--- src/sv/sobel_pkg.sv ---
`default_nettype none
// ----------------------------------------------------------------------------
// Sobel edge magnitude package
// Shared widths, register codes, queue entry type and controller states.
// ----------------------------------------------------------------------------
package sobel_pkg;

  // Line store geometry.
  localparam int MAX_WIDTH = 1024;
  localparam int COL_W     = $clog2(MAX_WIDTH);
  localparam int EW_W      = $clog2(MAX_WIDTH + 1);

  // Field widths.
  localparam int PIX_W   = 8;
  localparam int THR_W   = 11;
  localparam int WID_W   = 11;
  localparam int HGT_W   = 12;
  localparam int ROW_W   = 12;
  localparam int EDGE_W  = 11;

  // Gradient and magnitude arithmetic widths.
  localparam int GRAD_W  = 12;
  localparam int ABS_W   = 10;
  localparam int SQ_W    = 2 * ABS_W;
  localparam int SUM_W   = SQ_W + 1;
  localparam int SQRT_MSB = (SUM_W - 1) - ((SUM_W - 1) % 2);

  // Configuration port.
  localparam int APB_AW  = 4;
  localparam int APB_DW  = 32;
  localparam int IDX_W   = 2;
  localparam logic [IDX_W-1:0] REG_THRESHOLD = 2'd0;
  localparam logic [IDX_W-1:0] REG_WIDTH     = 2'd1;
  localparam logic [IDX_W-1:0] REG_HEIGHT    = 2'd2;

  localparam logic [THR_W-1:0] THRESHOLD_RST = 11'd70;
  localparam logic [WID_W-1:0] WIDTH_RST     = 11'd640;
  localparam logic [HGT_W-1:0] HEIGHT_RST    = 12'd480;
  localparam logic [WID_W-1:0] MIN_WIDTH     = 11'd3;
  localparam logic [HGT_W-1:0] MIN_HEIGHT    = 12'd3;

  // Queue between gradient front and square-root back.
  localparam int Q_DEPTH = 2;
  localparam int QPTR_W  = $clog2(Q_DEPTH);
  localparam int QCNT_W  = $clog2(Q_DEPTH + 1);

  typedef struct packed {
    logic [WID_W-1:0] width;
    logic [HGT_W-1:0] height;
  } geom_t;

  typedef struct packed {
    logic [SUM_W-1:0] sum_sq;
    logic             row_done;
    logic             frame_done;
  } mag_req_t;

  typedef enum logic [2:0] {
    F_IDLE,
    F_READ,
    F_GRAD,
    F_SQUARE,
    F_PUSH
  } front_state_t;

  typedef enum logic [1:0] {
    B_IDLE,
    B_RUN,
    B_HOLD
  } back_state_t;

endpackage
`default_nettype wire

--- src/sv/sobel_back.sv ---
`default_nettype none
// ----------------------------------------------------------------------------
// Sobel back end
// Iterative square root, one result bit per cycle, then the threshold
// compare and the output register.
// ----------------------------------------------------------------------------
module sobel_back (
  input  wire                          clk,
  input  wire                          rst_n,
  input  wire                          q_empty,
  input  sobel_pkg::mag_req_t          q_entry,
  output logic                         q_pop,
  input  wire [sobel_pkg::THR_W-1:0]   threshold,
  output logic                         out_valid,
  input  wire                          out_stall,
  output logic [sobel_pkg::EDGE_W-1:0] out_edge_value,
  output logic                         out_row_done,
  output logic                         out_frame_done
);
  import sobel_pkg::*;

  back_state_t st_r, st_nxt;

  logic [SUM_W-1:0]  rem_r, root_r, bit_r;
  logic [SUM_W-1:0]  rem_nxt, root_nxt, trial;
  logic              row_done_r, frame_done_r;
  logic [EDGE_W-1:0] edge_r;
  logic [EDGE_W-1:0] mag;
  logic              load, step, done;

  // Next state.
  always_comb begin
    st_nxt = st_r;
    case (st_r)
      B_IDLE:  if (!q_empty) st_nxt = B_RUN;
      B_RUN:   if (bit_r[0]) st_nxt = B_HOLD;
      B_HOLD:  if (!out_stall) st_nxt = B_IDLE;
      default: st_nxt = B_IDLE;
    endcase
  end

  // Controller outputs.
  always_comb begin
    q_pop     = 1'b0;
    load      = 1'b0;
    step      = 1'b0;
    done      = 1'b0;
    out_valid = 1'b0;
    case (st_r)
      B_IDLE: begin
        q_pop = !q_empty;
        load  = !q_empty;
      end
      B_RUN: begin
        step = 1'b1;
        done = bit_r[0];
      end
      B_HOLD:  out_valid = 1'b1;
      default: out_valid = 1'b0;
    endcase
  end

  always_ff @(posedge clk) begin
    if (!rst_n) begin
      st_r <= B_IDLE;
    end else begin
      st_r <= st_nxt;
    end
  end

  // One digit of the root per cycle.
  always_comb begin
    trial = root_r + bit_r;
    if (rem_r >= trial) begin
      rem_nxt  = rem_r - trial;
      root_nxt = (root_r >> 1) + bit_r;
    end else begin
      rem_nxt  = rem_r;
      root_nxt = root_r >> 1;
    end
    mag = root_nxt[EDGE_W-1:0];
  end

  // Root iteration registers.
  always_ff @(posedge clk) begin
    if (load) begin
      rem_r        <= q_entry.sum_sq;
      root_r       <= '0;
      bit_r        <= SUM_W'(1) << SQRT_MSB;
      row_done_r   <= q_entry.row_done;
      frame_done_r <= q_entry.frame_done;
    end else if (step) begin
      rem_r  <= rem_nxt;
      root_r <= root_nxt;
      bit_r  <= bit_r >> 2;
    end
  end

  // Thresholded result into the output register.
  always_ff @(posedge clk) begin
    if (done) begin
      edge_r <= (mag > threshold) ? mag : '0;
    end
  end

  assign out_edge_value = edge_r;
  assign out_row_done   = row_done_r;
  assign out_frame_done = frame_done_r;

endmodule
`default_nettype wire

--- config.mk ---
export PLATFORM = sky130hd
export DESIGN_NAME = sobel_back
export DESIGN_NICKNAME = d
export VERILOG_FILES = /design/src/sv/sobel_pkg.sv /design/src/sv/sobel_back.sv
export SDC_FILE = /design/constraint.sdc
export NUM_CORES = 1
export LEC_CHECK = 0
export BUFFER_PORTS_ARGS = -buffer_cell sky130_fd_sc_hd__buf_4
export CORE_ASPECT_RATIO = 0.7
export CORE_MARGIN = 8
export CORE_UTILIZATION = 49
export CTS_CLUSTER_SIZE = 25
export DETAILED_ROUTE_END_ITERATION = 8
export GPL_ROUTABILITY_DRIVEN = 0
export PLACE_DENSITY = 0.8
export SETUP_SLACK_MARGIN = 0.3
export SYNTH_ARGS = -nofsm -noshare
export SYNTH_HDL_FRONTEND = slang
export SYNTH_SLANG_ARGS = --single-unit
--- constraint.sdc ---
create_clock -name clk -period 4.8 [get_ports clk]
set_input_delay 0.72 -clock clk [delete_from_list [all_inputs] [get_ports clk]]
set_output_delay 0.72 -clock clk [all_outputs]
set_load 0.02 [all_outputs]
## Word-level counts from Yosys, hierarchy flattened

Index checks and enable logic that the tools add are counted.

- Divide/modulo/power cells: 0
- Reduce and logical (&&, ||, !) cells: 6
- Shifts and indexed selects: 0
- Add/sub/neg operators: 3
- Muxes and demuxes: 12
- $lt $le $gt $ge: 2
- Multipliers: 0
- Eq/ne operators: 5
- Bitwise logic cells: 0

Operator list:

| operator | number |
|---|---|
| 21-bit two-way mux | 4 |
| 20-bit by 21-bit adder with 21-bit output | 1 |
| 21-bit adder | 1 |
| 21-bit greater-or-equal comparator | 1 |
| 21-bit subtractor | 1 |
| 11-bit > comparator | 1 |
| 2-bit two-way mux | 3 |
| 2-bit != test, second input constant | 3 |
| 2-bit case mux with 3 select lines | 1 |
| 1-bit two-way mux | 4 |
| 2-bit nonzero test | 2 |
| 3-bit AND reduction | 1 |
| 2-bit by 1-bit == test with 1-bit output, second input constant | 1 |
| 2-bit == test, second input constant | 1 |
| 2-bit zero test | 1 |
| 2-bit AND reduction | 1 |
| 1-bit zero test | 1 |

- Bits in latches: 0
- Word-level logic and storage cells: 35
- ROM bits: 0
- Input bits: 38
- Memories kept: 0
- Register bits after elaboration: 68
- Bits in writable memories: 0
- Output and inout bits: 15

## Logic depth before layout (Yosys ltp)

- Depth in word-level cells: 5
- Depth in mapped cells: 27
- Mapped depth without buffers: 24

## Least setup slack after synthesis

OpenSTA, ideal clock, no wires.

- Path type: reg-to-reg
- From: register bit_r[0]
- To: register edge_r[0], in the netlist out_edge_value[0] (data pin)
- Clock period less this slack: 5.107 ns
- Setup slack: -0.307 ns
- Required time: 4.535 ns
- Arrival time: 4.842 ns
- Buffers on the path: 2
- Stages on the path, launching flop included: 27
- Cell sequence: dfxtp_1 > ha_1 > ha_1 > a21o_1 > a31oi_1 > o21bai_1 > a31o_2 > a31oi_1 > nor3_1 > a311oi_1 > ha_1 > a21o_1 > a21oi_1 > o21bai_1 > a21oi_2 > nand2_4 > buf_6 > mux2i_2 > inv_1 > ha_1 > a21oi_1 > o22ai_1 > o211ai_1 > a31oi_1 > o31ai_1 > clkbuf_1 > nor2_1

- Longest elaborated chain between the ends: 4
- Elaborated cells between the ends (all ways): 5
- Those cells by class: add/sub: 2; order compare: 2; mux: 1

RTL lines:

| what | RTL line | RTL |
|---|---|---|
| start: declaration | sobel_back.sv:24 | `logic [SUM_W-1:0] rem_r, root_r, bit_r;` |
| start signal: assignment | sobel_back.sv:89 | `bit_r <= SUM_W'(1) << SQRT_MSB;` |
| start signal: assignment | sobel_back.sv:95 | `bit_r <= bit_r >> 2;` |
| 21-bit adder | sobel_back.sv:73 | `trial = root_r + bit_r;` |
| 21-bit greater-or-equal comparator | sobel_back.sv:74 | `if (rem_r >= trial) begin` |
| 21-bit two-way mux (*) | sobel_back.sv:74 |  |
| net root_nxt[1] | sobel_back.sv:25 | `logic [SUM_W-1:0] rem_nxt, root_nxt, trial;` |
| 11-bit > comparator (*) | sobel_back.sv:102 | `edge_r <= (mag > threshold) ? mag : '0;` |
| end signal: assignment | sobel_back.sv:102 |  |
| end: declaration | sobel_back.sv:27 | `logic [EDGE_W-1:0] edge_r;` |

Mark *: on every way through the listed nets, which the timed path passes. The rest lies on a longest branch.
A chain may end at the register's enable or synchronous reset.

## Worst setup path in the final report

- From: register bit_r[2]
- To: register edge_r[7], in the netlist out_edge_value[7] (data pin)

Same word-level chain as after synthesis.

==> flow_metrics.py <==
metrics = {
    "cells_and_area": {
        "layout_commonest_cell": "buf_4",
        "n_antenna_cell": 0,
        "syn_to_final_growth_pct": 39.0,
        "design_area_sq_mm": 0.00727,
        "stdcell_count": 895,
        "nNetsFinal": 851,
        "drive_gt1_share_pct": 32.4,
        "mostFrequentLayoutCells": "buf_4, nand2_1, a21oi_1",
    },
    "sta": {
        "min_period_over_period_pct": 109,
        "relSlewSlack_pct": 31.6,
        "fin_hold_ws_ns": 0.506,
        "max_freq_mhz": 191,
        "rsz0062_at_grt": "true",
        "fin_crit_ns": 5.23,
        "drv_slew": 0,
        "hold_viol": 0,
        "setup_viol": 11,
        "finClkSkew_ns": 0.00821,
        "worst_slew_pin_slew_ns": 1.02,
        "worst_slack_ns": -0.427,
    },
    "clocking": {
        "clkSlewWorstSetupHoldPaths_ns": 0.06,
        "cts_tree": "done",
        "clk_latency_ns": 0.35,
        "cts.sinks": 68,
        "cts_hold_buf": 0,
        "htree_levels": 3,
        "cts_root_buf": "clkbuf_16",
        "cts_buffer_depth": 2,
        "cts_buffers": 9,
    },
    "drt": {
        "drt_iter0_drc": 557,
        "drc": 0,
        "vias": 5620,
        "antenna_left": 0,
        "totalWireLength_mm": 17.8,
        "routedWlPerCell_um": 19.9,
        "via_per_inst": 6.28,
        "drtPass1Iterations": 5,
    },
    "yosys": {
        "synth_nets": 702,
        "synth_edf_count": 34,
        "synthesis.area_sq_mm": 0.00523,
        "ys_seq_area_share_pct": 32.5,
        "synthCells": 609,
        "yosys_warnings": 0,
        "synthArstFlopShare_pct": 0,
        "synth_ff_type": "edfxtp_1",
        "synth_seq_cells": 68,
        "syn-mean-instance-area_sq_um": 8.59,
        "ys_types": 68,
    },
    "global_routing": {
        "antenna_found_initial": 0,
        "grt_pass1_vias": 5535,
        "grt_pass1_wl_mm": 26.3,
        "grt-ovfl-total": 0,
        "grt_usage_pct": 22.8,
        "grt_max_degree": 39,
    },
    "place": {
        "dpl.cell_count": 855,
        "dpl.hpwl_mm": 10.8,
        "placed_area_sq_mm": 0.00638,
        "place_ws_ns": -0.446,
        "port_buffers": 52,
    },
    "power": {
        "p_leak_uw": 0.00303,
        "finalPower_uw": 4560,
        "ir_drop_mv": 0.390,
        "power.density_mw_per_mm2": 628,
    },
    "critical_path": {
        "crit_buf_inv": 6,
        "r2r_start": "bit_r[2]",
        "cp_slowest_cell": "dfxtp_2",
        "startpoint": "bit_r[2]",
        "r2r_cells": 24,
        "path_max_fanout": 6,
        "worstSetupPathType": "flop to flop",
        "cp_common_cell": "buf_4",
        "max_stage_delay_ns": 0.33,
        "critPathTopFamily": "compound AO/OA/AOI/OAI gates",
        "path_cells": "ha_4 -> buf_4 -> a31o_4 -> a31oi_4 -> o21bai_2 -> a31oi_1 -> xor2_1 -> ha_1 -> o21a_1 -> o2111a_2 -> o311a_4 -> o31ai_4 -> buf_6 -> nand2_8 -> buf_4 -> buf_4 -> mux2i_1 -> inv_1 -> ha_1 -> nand4_1 -> o32a_1 -> o31ai_2 -> buf_4 -> nor2_1",
        "arrival_ns": 5.33,
        "rrSetupSlack_ns": -0.43,
        "crit_path_end_kind": "flop",
        "crit_required_ns": 4.91,
        "reg2reg_to": "out_edge_value[7]",
        "startpoint_type": "flop",
    },
    "run_status": {
        "violations": "setup timing",
        "status": "complete, but fails checks",
    },
    "hold_path": {
        "hold_class": "flop to flop",
        "worstHoldEndpoint": "bit_r[20]",
        "min_from": "bit_r[20]",
        "min_path_cells": 2,
    },
    "floorplanning": {
        "row_count": 31,
        "start_util_pct": 50.5,
        "ios": 53,
        "die_x_um": 139,
        "fp.dieArea_sq_mm": 0.0143,
        "core_sq_mm": 0.0104,
        "dieHeight_um": 102,
    },
    "flow_run": {
        "drv_cap": 0,
    },
}
==> synthesized netlist by cell type (3+ instances only) <==
cell | n | area (sq um)
a21boi_0 | 3 | 22.5
inv_1 | 35 | 131
dfxtp_1 | 34 | 681
a21o_1 | 12 | 90.1
nand2_1 | 69 | 259
o21a_1 | 8 | 60.1
nor2b_1 | 7 | 43.8
o21bai_1 | 8 | 60.1
xor2_1 | 20 | 175
nand4_1 | 5 | 31.3
o31ai_1 | 6 | 45.0
ha_1 | 54 | 676
mux2i_1 | 5 | 50.1
nand3_1 | 20 | 100
nand2b_1 | 3 | 18.8
nor3_1 | 8 | 40.0
and4_1 | 3 | 26.3
o21ai_0 | 42 | 210
a31oi_1 | 11 | 68.8
clkbuf_1 | 20 | 75.1
edfxtp_1 | 34 | 1020
a31o_2 | 4 | 35.0
a211oi_1 | 13 | 97.6
nor2_1 | 43 | 161
o211ai_1 | 4 | 30.0
a21oi_1 | 54 | 270
xnor2_1 | 28 | 245
and3_1 | 3 | 18.8
==> stage by stage <==
step           utilization [%]  TNS, ns
5_1_grt                   70.2    -6.16
4_1_cts                   68.0    -1.59
6_report                  70.2    -4.49
3_3_place_gp              61.7    -3.05
3_5_place_dp              61.7    -4.74
2_1_floorplan                -    -1.71
==> layout make-up <==
class	count	area, sq um
multi-input combinational	481	3680
fill	718	3090
sequential	68	1710
timing repair buffer	162	1240
clock buffer	10	250
tap	132	165
inverter	36	135
clock inverter	6	85.1
==> worst register-to-register path, stage by stage, from the launching register on <==
cell and delay (ns):
dfxtp_2 0.33, ha_4 0.23, buf_4 0.13, a31o_4 0.24, a31oi_4 0.27, o21bai_2 0.13, a31oi_1 0.23, xor2_1 0.23
ha_1 0.28, o21a_1 0.20, o2111a_2 0.30, o311a_4 0.14, o31ai_4 0.28, buf_6 0.17, nand2_8 0.09, buf_4 0.16
buf_4 0.14, mux2i_1 0.22, inv_1 0.09, ha_1 0.32, nand4_1 0.11, o32a_1 0.33, o31ai_2 0.09, buf_4 0.20
nor2_1 0.06
==> layer usage <==
| metal | global-route usage [%] | wire [um] |
|---|---|---|
| met3 | 5.51 | 1430 |
| met5 | 0 | 0 |
| met2 | 39.7 | 8630 |
| met1 | 26.0 | 6840 |
| met4 | 11.8 | 908 |
==> sequential cells by signal, indices dropped and copies added, names as in the netlist <==
signal and cells:
out_edge_value 11, out_row_done 1, st_r 2, out_frame_done 1
rem_r 21, bit_r 11, root_r 21
==> worst max-delay path by stage <==
stage,to,slack (ns),cells past startpoint
global route,out_edge_value[7],-0.58,24
detailed placement,out_edge_value[10],-0.45,25
global placement,out_edge_value[10],-0.28,25
CTS,out_edge_value[10],-0.15,26
floorplan,out_edge_value[7],-0.17,26
finish,out_edge_value[7],-0.43,24
==> kinds of logic after synthesis <==
kind of cell / count (synthesis) / synth area share, %
muxes: 7 / 1.65
DFF: 68 / 32.5
and+or+nand+nor: 175 / 15.4
adders and majority gates: 55 / 13.3
AOI/OAI and AO/OA: 196 / 24.6
xor gates and xnor gates: 48 / 8.04
buffers and inverters: 60 / 4.50
==> power by group <==
| group | internal (uW) | switching (uW) | leakage [uW] | total, uW |
|---|---|---|---|---|
| Clock | 485 | 276 | 0.000161 | 761 |
| Sequential | 809 | 102 | 0.000604 | 912 |
| Combinational | 1360 | 1530 | 0.00226 | 2890 |
==> timing repair <==
item                                    CTS  global route
gates resized for setup                  38            32
buffers inserted                         18             6
endpoints found under the setup margin   11            33
pin swaps                                34            33
endpoints found under the hold margin     0             0
Power figures use the tool's default switching activity.
