--- src/sv/sobel_pkg.sv ---
`default_nettype none
// ----------------------------------------------------------------------------
// Sobel edge magnitude package
// Shared widths, register codes, queue entry type and controller states.
// ----------------------------------------------------------------------------
package sobel_pkg;

  // Line store geometry.
  localparam int MAX_WIDTH = 1024;
  localparam int COL_W     = $clog2(MAX_WIDTH);
  localparam int EW_W      = $clog2(MAX_WIDTH + 1);

  // Field widths.
  localparam int PIX_W   = 8;
  localparam int THR_W   = 11;
  localparam int WID_W   = 11;
  localparam int HGT_W   = 12;
  localparam int ROW_W   = 12;
  localparam int EDGE_W  = 11;

  // Gradient and magnitude arithmetic widths.
  localparam int GRAD_W  = 12;
  localparam int ABS_W   = 10;
  localparam int SQ_W    = 2 * ABS_W;
  localparam int SUM_W   = SQ_W + 1;
  localparam int SQRT_MSB = (SUM_W - 1) - ((SUM_W - 1) % 2);

  // Configuration port.
  localparam int APB_AW  = 4;
  localparam int APB_DW  = 32;
  localparam int IDX_W   = 2;
  localparam logic [IDX_W-1:0] REG_THRESHOLD = 2'd0;
  localparam logic [IDX_W-1:0] REG_WIDTH     = 2'd1;
  localparam logic [IDX_W-1:0] REG_HEIGHT    = 2'd2;

  localparam logic [THR_W-1:0] THRESHOLD_RST = 11'd70;
  localparam logic [WID_W-1:0] WIDTH_RST     = 11'd640;
  localparam logic [HGT_W-1:0] HEIGHT_RST    = 12'd480;
  localparam logic [WID_W-1:0] MIN_WIDTH     = 11'd3;
  localparam logic [HGT_W-1:0] MIN_HEIGHT    = 12'd3;

  // Queue between gradient front and square-root back.
  localparam int Q_DEPTH = 2;
  localparam int QPTR_W  = $clog2(Q_DEPTH);
  localparam int QCNT_W  = $clog2(Q_DEPTH + 1);

  typedef struct packed {
    logic [WID_W-1:0] width;
    logic [HGT_W-1:0] height;
  } geom_t;

  typedef struct packed {
    logic [SUM_W-1:0] sum_sq;
    logic             row_done;
    logic             frame_done;
  } mag_req_t;

  typedef enum logic [2:0] {
    F_IDLE,
    F_READ,
    F_GRAD,
    F_SQUARE,
    F_PUSH
  } front_state_t;

  typedef enum logic [1:0] {
    B_IDLE,
    B_RUN,
    B_HOLD
  } back_state_t;

endpackage
`default_nettype wire

--- src/sv/sobel_queue.sv ---
`default_nettype none
// ----------------------------------------------------------------------------
// Sobel request queue
// Short FIFO of squared gradient sums between the front and the root unit.
// ----------------------------------------------------------------------------
module sobel_queue (
  input  wire                  clk,
  input  wire                  rst_n,
  input  wire                  push,
  input  sobel_pkg::mag_req_t  push_entry,
  output logic                 full,
  input  wire                  pop,
  output sobel_pkg::mag_req_t  pop_entry,
  output logic                 empty
);
  import sobel_pkg::*;

  mag_req_t             slot_r [Q_DEPTH];
  logic [QPTR_W-1:0]    wr_ptr_r, rd_ptr_r;
  logic [QCNT_W-1:0]    count_r;

  assign full      = count_r == QCNT_W'(Q_DEPTH);
  assign empty     = count_r == '0;
  assign pop_entry = slot_r[rd_ptr_r];

  // Storage.
  always_ff @(posedge clk) begin
    if (push) begin
      slot_r[wr_ptr_r] <= push_entry;
    end
  end

  // Pointers and fill count.
  always_ff @(posedge clk) begin
    if (!rst_n) begin
      wr_ptr_r <= '0;
      rd_ptr_r <= '0;
      count_r  <= '0;
    end else begin
      if (push) begin
        wr_ptr_r <= (wr_ptr_r == QPTR_W'(Q_DEPTH - 1)) ? '0 : wr_ptr_r + QPTR_W'(1);
      end
      if (pop) begin
        rd_ptr_r <= (rd_ptr_r == QPTR_W'(Q_DEPTH - 1)) ? '0 : rd_ptr_r + QPTR_W'(1);
      end
      if (push && !pop) begin
        count_r <= count_r + QCNT_W'(1);
      end else if (pop && !push) begin
        count_r <= count_r - QCNT_W'(1);
      end
    end
  end

endmodule
`default_nettype wire

--- config.mk ---
export PLATFORM = sky130hd
export DESIGN_NAME = sobel_queue
export DESIGN_NICKNAME = d
export VERILOG_FILES = /design/src/sv/sobel_pkg.sv /design/src/sv/sobel_queue.sv
export SDC_FILE = /design/constraint.sdc
export NUM_CORES = 1
export LEC_CHECK = 0
export BUFFER_PORTS_ARGS = -buffer_cell sky130_fd_sc_hd__buf_2
export CORE_MARGIN = 1
export CORE_UTILIZATION = 51
export DETAILED_ROUTE_END_ITERATION = 8
export PLACE_DENSITY = 0.84
export SYNTH_ARGS = -nofsm -noshare
export SYNTH_HDL_FRONTEND = slang
export SYNTH_SLANG_ARGS = --single-unit
--- constraint.sdc ---
create_clock -name clk -period 2.1 [get_ports clk]
set_input_delay 0 -clock clk [delete_from_list [all_inputs] [get_ports clk]]
set_output_delay 0 -clock clk [all_outputs]
set_load 0.005 [all_outputs]
Yosys cells after proc, flatten, opt, wreduce, memory -nomap -nowiden
Memory sizes are Yosys's and may differ from the RTL's. A register that Yosys moved wholly into a read port is not among the register bits.
Index checks and enable logic that the tools add are counted.
W data, S select, Z words.
- add/subtract/negate cells: 4
- equal/unequal tests: 1
- mux-type cells: 8
- reductions and logical operators: 6
- operators by type and width (cell ; number):
    $mux W1 ; 6
    $mux W2 ; 2
    $add A1 B1 Y1 const B ; 2
    $add A2 B1 Y2 const B ; 1
    $eq A2 B2 Y1 const B ; 1
    $logic_and A1 B1 Y1 ; 2
    $logic_not A1 Y1 ; 2
    $logic_not A2 Y1 ; 1
    $reduce_bool A2 Y1 ; 1
    $sub A2 B1 Y2 const B ; 1
- bits of input ports: 27
- memories: 1
- register bits: 4
- logic and storage cells: 23
- RAM bits: 46
- memory list (memory ; depth ; bits a word ; rd ports ; clocked after Yosys merged registers in ; write ports ; line ; source):
    slot_r ; 2 ; 23 ; 1 ; 1 ; 1 ; sobel_queue.sv:18 ; mag_req_t slot_r [Q_DEPTH];

Depth between registers and ports, before layout
Gate-level depths: netlist of run 1.
- depth after elaboration: 4
- depth in mapped cells: 5
- gate-level depth less buffers: 5

Worst setup path before layout of run 1
Ideal clock, no wire load.
- kind: reg-to-reg
- from: register wr_ptr_r
- to: memory slot_r[0][0] in the netlist's numbering (enable)
- stages on the path, launching flop included: 2
- data arrival time: 1.384 ns
- library setup time: 0.407 ns
- setup slack: 0.310 ns
- data required time: 1.693 ns
- buffers on the path: 0
- path through: dfxtp_1 > nor2b_1
- RTL lines (item ; line ; source):
    start: declaration ; sobel_queue.sv:19 ; logic [QPTR_W-1:0] wr_ptr_r, rd_ptr_r;
    start signal: assignment ; sobel_queue.sv:41 ; wr_ptr_r <= (wr_ptr_r == QPTR_W'(Q_DEPTH - 1)) ? '0 : wr_ptr_r + QPTR_W'(1);
    end: declaration ; sobel_queue.sv:18 ;
Straight into the memory's write port.

Worst setup path after layout of run 1
- from: register wr_ptr_r
- to: register wr_ptr_r
- longest elaborated chain between the ends: 2
- RTL lines (item ; line):
    $add A1 B1 Y1 ; sobel_queue.sv:41
    $mux W1 (*) ; sobel_queue.sv:41
Mark *: on every way between the ends. The rest lies on a longest branch, timed or not.
A chain may end at the register's enable or synchronous reset.

==> flow_summary.yaml, run 1 <==
layout:
  nNetsFinal: 207
  stdcell_area_um2: 2514
  syn2layout_area_growth_pct: 34.11
  antennaDiodeCount: 0
  fin_util: 0.7359
  drive_gt1_frac: 0.4722
synth:
  synth_area_leader_cell: "edfxtp_1"
  synth_top_area_share: 0.7370
  synth_warnings: 0
  syn-instance-count: 93
  netlist_top_cells_count: "edfxtp_1, mux2_2, dfxtp_1"
  synth_ff_type: "edfxtp_1"
  synthTopCellsByArea: "edfxtp_1, mux2_2, dfxtp_1"
  post-synth-top-count-cell: "edfxtp_1"
  syn_area_per_cell_um2: 20.15
  ys_async_sr_fraction: 0
  syn_area_um2: 1874
  yosysUniqueCellTypes: 16
  synth_nets: 121
  synth_edf_count: 46
  ys_seq_area_frac: 0.7904
  ys_ff_latch: 51
drt:
  drc_errors: 0
  avgViaCountPerCell: 4.810
  vias: 1087
  post_drt_wl_per_cell_um: 13.82
  firstDrtPassIters: 4
  drt_iter0_drc: 21
  routed_wl_um: 3124
  drtAntennaViolNets: 0
timing:
  tightest_slew_ns: 0.4027
  finalHoldViolCount: 0
  period_share: 0.8421
  rsz0062_at_grt: "no"
  post-route-min-period_ns: 1.768
  setup_viol: 0
  holdWs_ns: 0.1493
  fin_setup_tns_ns: 0
  finClkSkew_ns: 0.008827
  maxSlewHeadroom: 0.7315
  slew_violations: 0
  max_freq_mhz: 565.5
floorplan:
  pin_count: 52
  fp.coreArea_um2: 3416
  die_h_um: 62.62
  dieArea_um2: 3921
  die_w_um: 62.62
  row_count: 21
  start_util: 0.5487
critical_path:
  cpLargestDelayFamily: "buffers and inverters"
  worst-setup-path-type: "reg -> reg"
  required_ns: 2.41
  critPathMaxFanout: 17
  start_kind: "register"
  cp_cell_sequence: "nor2b_2 -> buf_4 -> o21a_1 -> dlygate4sd3_1"
  cp_slowest_stage_delay_ns: 0.54
  critPathBufInv: 2
  arrival_ns: 2.08
  cp-end-kind: "register"
  critPathSlowestCell: "dlygate4sd3_1"
global_routing:
  grt_pass1_vias: 1169
  grt_pass1_wl_um: 5195
  antenna_found_initial: 0
  grt_max_degree: 22
  grt.total_usage: 0.1806
  gr-total-overflow: 0
pwr:
  max-vdd-ir-drop_mv: 0.4673
  finalPower_w: 0.001841
  p_leak_nw: 0.9771
  powerDensity_nw_per_um2: 732.4
cts:
  postCtsSetupRepairBufs: 0
  clkSlewWorstSetupHoldPaths_ns: 0.13
  cts_sinks: 51
  clockBufferDepth: 2
  cts-root-buf: "clkbuf_4"
  post_cts_resized: 0
  htreeDepth: 2
  tritoncts: "done"
  clk_latency_ns: 0.36
  cts_buffers: 5
  holdBufCountCts: 26
placed_design:
  port_buffers: 51
  hpwl_um: 2053
  place_area_um2: 2205
  gp_congestion: 0.6598
min_path:
  min_path_type: "in -> reg"
outcome:
  status: "finished, final reports clean"
run:
  drv_cap: 0
-- per-stage QoR --
stage / worst slack, ns / cells
after detailed placement: 0.7683 / 192
after floorplan: 0.3096 / 93
after global placement: 0.8224 / 192
final: 0.3315 / 226
after CTS: 0.3446 / 226
after global routing: 0.2176 / 226
-- layer usage --
layer / GRT usage / vias up / routed length [um]
li1: - / 533 / -
met1: 0.1919 / 509 / 1253
met2: 0.3043 / 35 / 1622
met3: 0.06204 / 10 / 160
met4: 0.1163 / 0 / 88
met5: 0 / - / 0
-- cells by family (layout without fill, tap and decap cells) --
group | count (synthesis) | in the layout | synth area share
multiplexers | 23 | 23 | 0.1382
AND/OR/NAND/NOR | 9 | 9 | 0.03004
flip-flops | 51 | 51 | 0.7904
AO/OA/AOI/OAI | 3 | 3 | 0.01068
adder cells (fa/ha/maj) | 1 | 1 | 0.006675
buffers and inverters | 3 | 90 | 0.01001
XOR/XNOR | 3 | 3 | 0.01402
-- cells in the final DEF, fill, tap and decap left out --
master,n
dlygate4sd3_1,26
o21ai_0,1
xnor2_1,1
clkinv_1,2
nor2_1,1
buf_4,4
nor2b_2,1
a21boi_1,1
clkbuf_1,1
clkbuf_4,5
edfxtp_1,46
ha_1,1
o21a_1,1
nor2b_1,1
mux2_2,23
buf_2,51
and2_1,4
and2b_2,1
or3_1,1
dfxtp_1,5
inv_1,1
xor2_1,2
-- registers in the layout, indices dropped and copies added, names as in the netlist, named ones only --
register  flops
slot_r       46
count_r       2
rd_ptr_r      1
wr_ptr_r      1
-- report_power, final --
part	internal, W	switching [W]	leakage (nW)
logic	0.000153	0.000106	0.476
registers	0.00117	0.0000194	0.473
clock network	0.000124	0.000271	0.0273
total	0.00144	0.000397	0.977
-- final timing paths --
| kind | slack, ns | startpoint | endpoint | depth (start not counted) |
|---|---|---|---|---|
| worst min register to register | 0.55 | count_r[1]$_SDFFE_PN0P_ | count_r[1]$_SDFFE_PN0P_ | 2 |
| worst max register to register | 0.33 | wr_ptr_r$_SDFFE_PN0P_ | wr_ptr_r$_SDFFE_PN0P_ | 4 |
| worst max-delay path | 0.33 | wr_ptr_r$_SDFFE_PN0P_ | wr_ptr_r$_SDFFE_PN0P_ | 4 |
| worst min-delay path | 0.15 | push | slot_r[0][13]$_DFFE_PP_ | 2 |
-- layout make-up --
class / instances / area [um2]
Sequential cell: 51 / 1481
Fill cell: 222 / 902.1
Multi-Input combinational cell: 39 / 376.6
Tap cell: 46 / 57.56
Clock buffer: 6 / 41.29
Timing Repair Buffer: 81 / 545.5
Inverter: 1 / 3.754
Clock inverter: 2 / 7.507
No activity file was read; power rests on OpenSTA's default activity.
==> inputs of run 2 (changes only) <==
Settings changed: ABC_AREA set to 1, CORE_UTILIZATION 51 to 46, PLACE_DENSITY 0.84 to 0.8.
Clock period 2.1 ns to 1.6 ns, I/O delays scaled along.
==> run 2 against run 1 <==
  * Non-clock buffer count increased by 1
  * Clock power up 76%
  * Global-route usage decreased by 1.4 points
  * Flip-flop and latch count is the same
  * Sequential power is 31% higher
  * Sequential share of layout area decreased by 1.6 points
  * Synthesized area up 0.87%
==> flow_summary.yaml, run 2 <==
critical_path:
  arrival_ns: 1.47
  rr_startpoint: "wr_ptr_r$_SDFFE_PN0P_"
  start_kind: "register"
  rr_worst_depth: 4
  required_ns: 1.60
  cp-end-kind: "primary output"
  cp_slowest_stage_delay_ns: 0.46
  worst-setup-path-type: "reg -> out"
  cp_cell_sequence: "buf_4 -> mux2_2 -> buf_2"
  critPathMaxFanout: 10
  critPathSlowestCell: "dfxtp_1"
min_path:
  min_path_cells: 3
  min_from: "push"
  min_path_type: "in -> reg"
floorplan:
  dieArea_um2: 4371
  row_count: 22
  start_util: 0.4977
  die_w_um: 66.11
  pin_count: 52
  fp.coreArea_um2: 3799
  die_h_um: 66.11
synth:
  synth_nets: 134
  synth_top_family_by_area: "multiplexers"
  syn-instance-count: 106
  synthTopCellsByArea: "edfxtp_1, mux2_2, dfxtp_1"
  yosys.area_share.simple: 0.03971
  synth_compound_area_frac: 0.005295
  syn_area_um2: 1891
  synthMuxAreaShare: 0.1370
  synth_top_area_share: 0.7306
  post-synth-top-count-cell: "edfxtp_1"
  ys_async_sr_fraction: 0
  yosysUniqueCellTypes: 12
  synth_area_leader_cell: "edfxtp_1"
  ys_ff_latch: 51
  synth_warnings: 0
  syn_area_per_cell_um2: 17.84
  synth_fa_ha_area_frac: 0.006618
  synth_ff_type: "edfxtp_1"
  synth_xor_area_frac: 0
  netlist_top_cells_count: "edfxtp_1, mux2_2, nor2_1"
  ys_seq_area_frac: 0.7836
  synth_edf_count: 46
timing:
  post-route-min-period_ns: 1.471
  period_share: 0.9191
  max_freq_mhz: 680.0
  maxSlewHeadroom: 0.7872
  tightest_slew_ns: 0.3189
  fin_setup_tns_ns: 0
  holdWs_ns: 0.1243
  setup_viol: 0
  finClkSkew_ns: 0.004983
  slew_violations: 0
  finalHoldViolCount: 0
  rsz0062_at_grt: "no"
  setup_ws_ns: 0.1294
drt:
  drc_errors: 0
  firstDrtPassIters: 4
  drt_iter0_drc: 31
  highest_layer: "met3"
  vias: 1130
  met1Wirelength_um: 1242
  post_drt_wl_per_cell_um: 13.72
  met3_length_um: 195
  avgViaCountPerCell: 4.669
  dr_wl_met2_um: 1882
  routed_wl_um: 3320
  drtAntennaViolNets: 0
cts:
  htreeDepth: 2
  cts_buffers: 5
  clockBufferDepth: 2
  cts_sinks: 51
  cts-root-buf: "clkbuf_8"
  postCtsSetupRepairBufs: 0
  clk_latency_ns: 0.30
  clkSlewWorstSetupHoldPaths_ns: 0.08
  tritoncts: "done"
outcome:
  status: "finished, final reports clean"
global_routing:
  grt_pass1_wl_um: 5126
  antenna_found_initial: 0
  grt_pass1_vias: 1171
  grt.total_usage: 0.1670
  gr-total-overflow: 0
  grt_max_degree: 18
placed_design:
  port_buffers: 51
  hpwl_um: 2244
  gp_congestion: 0.6286
  pre_cts_ws_ns: 0.3993
  place_area_um2: 2236
layout:
  layout.cells.most_common: "buf_2"
  stdcell_area_um2: 2585
  top_regs: "slot_r x46, count_r x2"
  regMostFlops: "slot_r"
  syn2layout_area_growth_pct: 36.73
  layout_common_cells: "buf_2, edfxtp_1, dlygate4sd3_1"
  fillers: 264
  antennaDiodeCount: 0
  drive_gt1_frac: 0.4536
  largest_reg_flops: 46
  nNetsFinal: 221
pwr:
  p_leak_nw: 1.032
  max-vdd-ir-drop_mv: 0.6689
  finalPower_w: 0.002573
  powerDensity_nw_per_um2: 995.3
run:
  drv_cap: 0
[run 2: cell types whose count changed in the layout (fill, tap and decap cells not counted), sizes merged, moves of 2 or more]
cell / before / now
nor2: 1 / 9
nor2b: 2 / 0
and2: 4 / 0
clkinvlp: 0 / 2
inv: 1 / 8
xor2: 2 / 0
nand2: 0 / 8
[run 2: worst paths after layout]
kind	endpoint	slack, ns
max reg2reg	wr_ptr_r$_SDFFE_PN0P_	0.38
min reg2reg	register	0.52
min	count_r[0]$_SDFFE_PN0P_	0.12
max	pop_entry[8]	0.13
[run 2: logic make-up (layout without fill, tap and decap cells)]
kind of cell,after synthesis,count (layout)
buf+inv,10,98
compound gates,2,2
flops,51,51
mux,23,23
fa+ha+maj,1,1
simple gates,19,19
[run 2: routing by layer]
metal / vias to the layer above / global-route usage
met5: - / 0
met4: 0 / 0.05053
met3: 0 / 0.05690
met2: 38 / 0.3189
met1: 530 / 0.1676
li1: 562 / -
[run 2: what timing repair did]
| item | 4_1_cts | 5_1_grt |
|---|---|---|
| hold buffers | 26 | 0 |
| endpoints found under the hold margin | 51 | 0 |
| gates resized for setup | 0 | 0 |
[run 2: critical path: cells and delay by family (launching register included)]
kind                   cells  cell delay, ns
flip-flops                 1            0.46
buffers and inverters      2            0.37
multiplexers               1            0.36
[run 2: area by class of cell]
cell class,instances,area [um2],share of cell area
Inverter,8,30.03,0.01162
Timing Repair Buffer,82,565.5,0.2188
Tap cell,48,60.06,0.02323
Clock buffer,5,68.82,0.02662
Multi-Input combinational cell,45,359.1,0.1389
Sequential cell,51,1481,0.5731
Clock inverter,3,20.02,0.007744
[run 2: where the power goes]
part / total [W] / switching, W / internal (W)
clock network: 0.000696 / 0.000392 / 0.000304
logic: 0.000319 / 0.000138 / 0.000182
registers: 0.00156 / 0.0000255 / 0.00153
[run 2: through the flow]
stage                     cells  utilization
after floorplan             106            -
after global placement      208       0.5886
after detailed placement    208       0.5886
after CTS                   242       0.6805
after global routing        242       0.6805
final                       242       0.6805
==> inputs of run 3 (changes only) <==
Settings changed: CORE_MARGIN 1 to 5, SKIP_CTS_REPAIR_TIMING set to 1.
==> run 3 against run 2 <==
  * Sequential share of layout area rose by 0.39 points
  * Global-route usage fell by 3.5 points
  * Clock power fell by 3.6%
  * Non-clock buffer count did not move
  * Clock skew fell by 0.0028 ns
  * Final cell count rose by 0.83%
  * Largest cell class unchanged
  * Largest power group unchanged
==> flow_summary.yaml, run 3 (synthesis gave the netlist of run 2 again) <==
outcome:
  status: "finished, final reports clean"
layout:
  top_regs: "slot_r x46, count_r x2"
  layout.cells.most_common: "buf_2"
  layout_common_cells: "buf_2, edfxtp_1, dlygate4sd3_1"
  stdcell_area_um2: 2567
  antennaDiodeCount: 0
  largest_reg_flops: 46
  regMostFlops: "slot_r"
  drive_gt1_frac: 0.4485
  syn2layout_area_growth_pct: 35.80
  nNetsFinal: 221
min_path:
  min_path_cells: 3
  min_path_type: "in -> reg"
placed_design:
  place_area_um2: 2233
  gp_congestion: 0.7020
  hpwl_um: 2549
  port_buffers: 51
timing:
  finClkSkew_ns: 0.002174
  max_freq_mhz: 762.4
  setup_viol: 0
  finalHoldViolCount: 0
  tightest_slew_ns: 0.2218
  rsz0062_at_grt: "no"
  period_share: 0.8198
  maxSlewHeadroom: 0.8505
  slew_violations: 0
  fin_setup_tns_ns: 0
  post-route-min-period_ns: 1.312
pwr:
  p_leak_nw: 1.028
  powerDensity_nw_per_um2: 991.8
  max-vdd-ir-drop_mv: 0.6169
drt:
  firstDrtPassIters: 4
  drtAntennaViolNets: 0
  drc_errors: 0
  vias: 1137
  post_drt_wl_per_cell_um: 14.77
  routed_wl_um: 3603
  drt_iter0_drc: 55
  avgViaCountPerCell: 4.660
global_routing:
  grt_max_degree: 16
  gr-total-overflow: 0
  grt_pass1_wl_um: 5244
  antenna_found_initial: 0
  grt_pass1_vias: 1167
  grt.total_usage: 0.1316
critical_path:
  critPathCapture: "pop_entry[20]"
  r2r_slack_ns: 0.55
  cpLargestDelayFamily: "multiplexers"
  required_ns: 1.60
  cp_cell_sequence: "buf_4 -> mux2_2 -> buf_2"
  critPathBufInv: 2
  arrival_ns: 1.31
  worst-setup-path-type: "reg -> out"
  cp_num_cells: 3
  critPathMaxFanout: 13
  critPathSlowestCell: "mux2_2"
  cp-end-kind: "primary output"
  rr_worst_depth: 3
  start_kind: "register"
  rr_startpoint: "wr_ptr_r$_SDFFE_PN0P_"
  r2r-end: "slot_r[1][6]$_DFFE_PP_"
  cp_slowest_stage_delay_ns: 0.36
cts:
  cts_buffers: 5
  clk_latency_ns: 0.29
  htreeDepth: 2
  tritoncts: "done"
  cts_sinks: 51
  clkSlewWorstSetupHoldPaths_ns: 0.08
  clockBufferDepth: 2
  cts-root-buf: "clkbuf_8"
run:
  drv_cap: 0
floorplan:
  start_util: 0.4726
  die_h_um: 74.11
  fp.coreArea_um2: 4000
  pin_count: 52
  row_count: 23
  dieArea_um2: 5492
  die_w_um: 74.11
[run 3: changes by cell type in the layout (fill, tap and decap cells not counted), sizes merged]
| cell | delta |
|---|---|
| dlygate4sd3 | -1 |
| buf | +1 |
| clkinv | +1 |
| clkinvlp | -1 |
[run 3: layout make-up]
type,instances,area (um2)
Clock buffer,5,68.82
Inverter,8,30.03
Fill cell,295,1433
Multi-Input combinational cell,45,359.1
Sequential cell,51,1481
Clock inverter,3,15.01
Tap cell,50,62.56
Timing Repair Buffer,82,550.5
[run 3: tightest hold or removal path: stages]
cell and delay, ns:
buf_2 0.12, nor2_1 0.05, nor2_1 0.09
[run 3: how the worst min path moves through the flow]
stage | from | to
after CTS | push_entry[22] | slot_r[0][22]$_DFFE_PP_
after global routing | push | wr_ptr_r$_SDFFE_PN0P_
after detailed placement | push_entry[22] | slot_r[0][22]$_DFFE_PP_
final | push | wr_ptr_r$_SDFFE_PN0P_
after global placement | push_entry[22] | slot_r[1][22]$_DFFE_PP_
after floorplan | push_entry[0] | slot_r[0][0]$_DFFE_PP_
[run 3: through the flow]
step / cells / util / hold slack [ns] / power [W] / setup WS (ns)
after floorplan: 106 / - / 0.09887 / 0.001722 / 0.2611
after global placement: 211 / 0.5583 / 0.1893 / 0.001840 / 0.5968
after detailed placement: 211 / 0.5583 / 0.1921 / 0.001862 / 0.5531
after CTS: 219 / 0.5793 / -0.1143 / 0.002521 / 0.2611
after global routing: 244 / 0.6419 / 0.05019 / 0.002674 / 0.2088
final: 244 / 0.6419 / 0.008667 / 0.002546 / 0.2883
[run 3: power breakdown]
group / internal [W] / leakage [nW] / switching [W]
clock network: 0.000297 / 0.0392 / 0.000374
logic: 0.000178 / 0.515 / 0.000142
registers: 0.00153 / 0.473 / 0.0000228
[run 3: routing by layer]
layer	vias to the layer above	global-route usage	share of wire
met5	-	0	0
met4	0	0.04829	0.011
met3	4	0.04730	0.050
met2	26	0.2411	0.58
met1	547	0.1377	0.36
li1	560	-	-
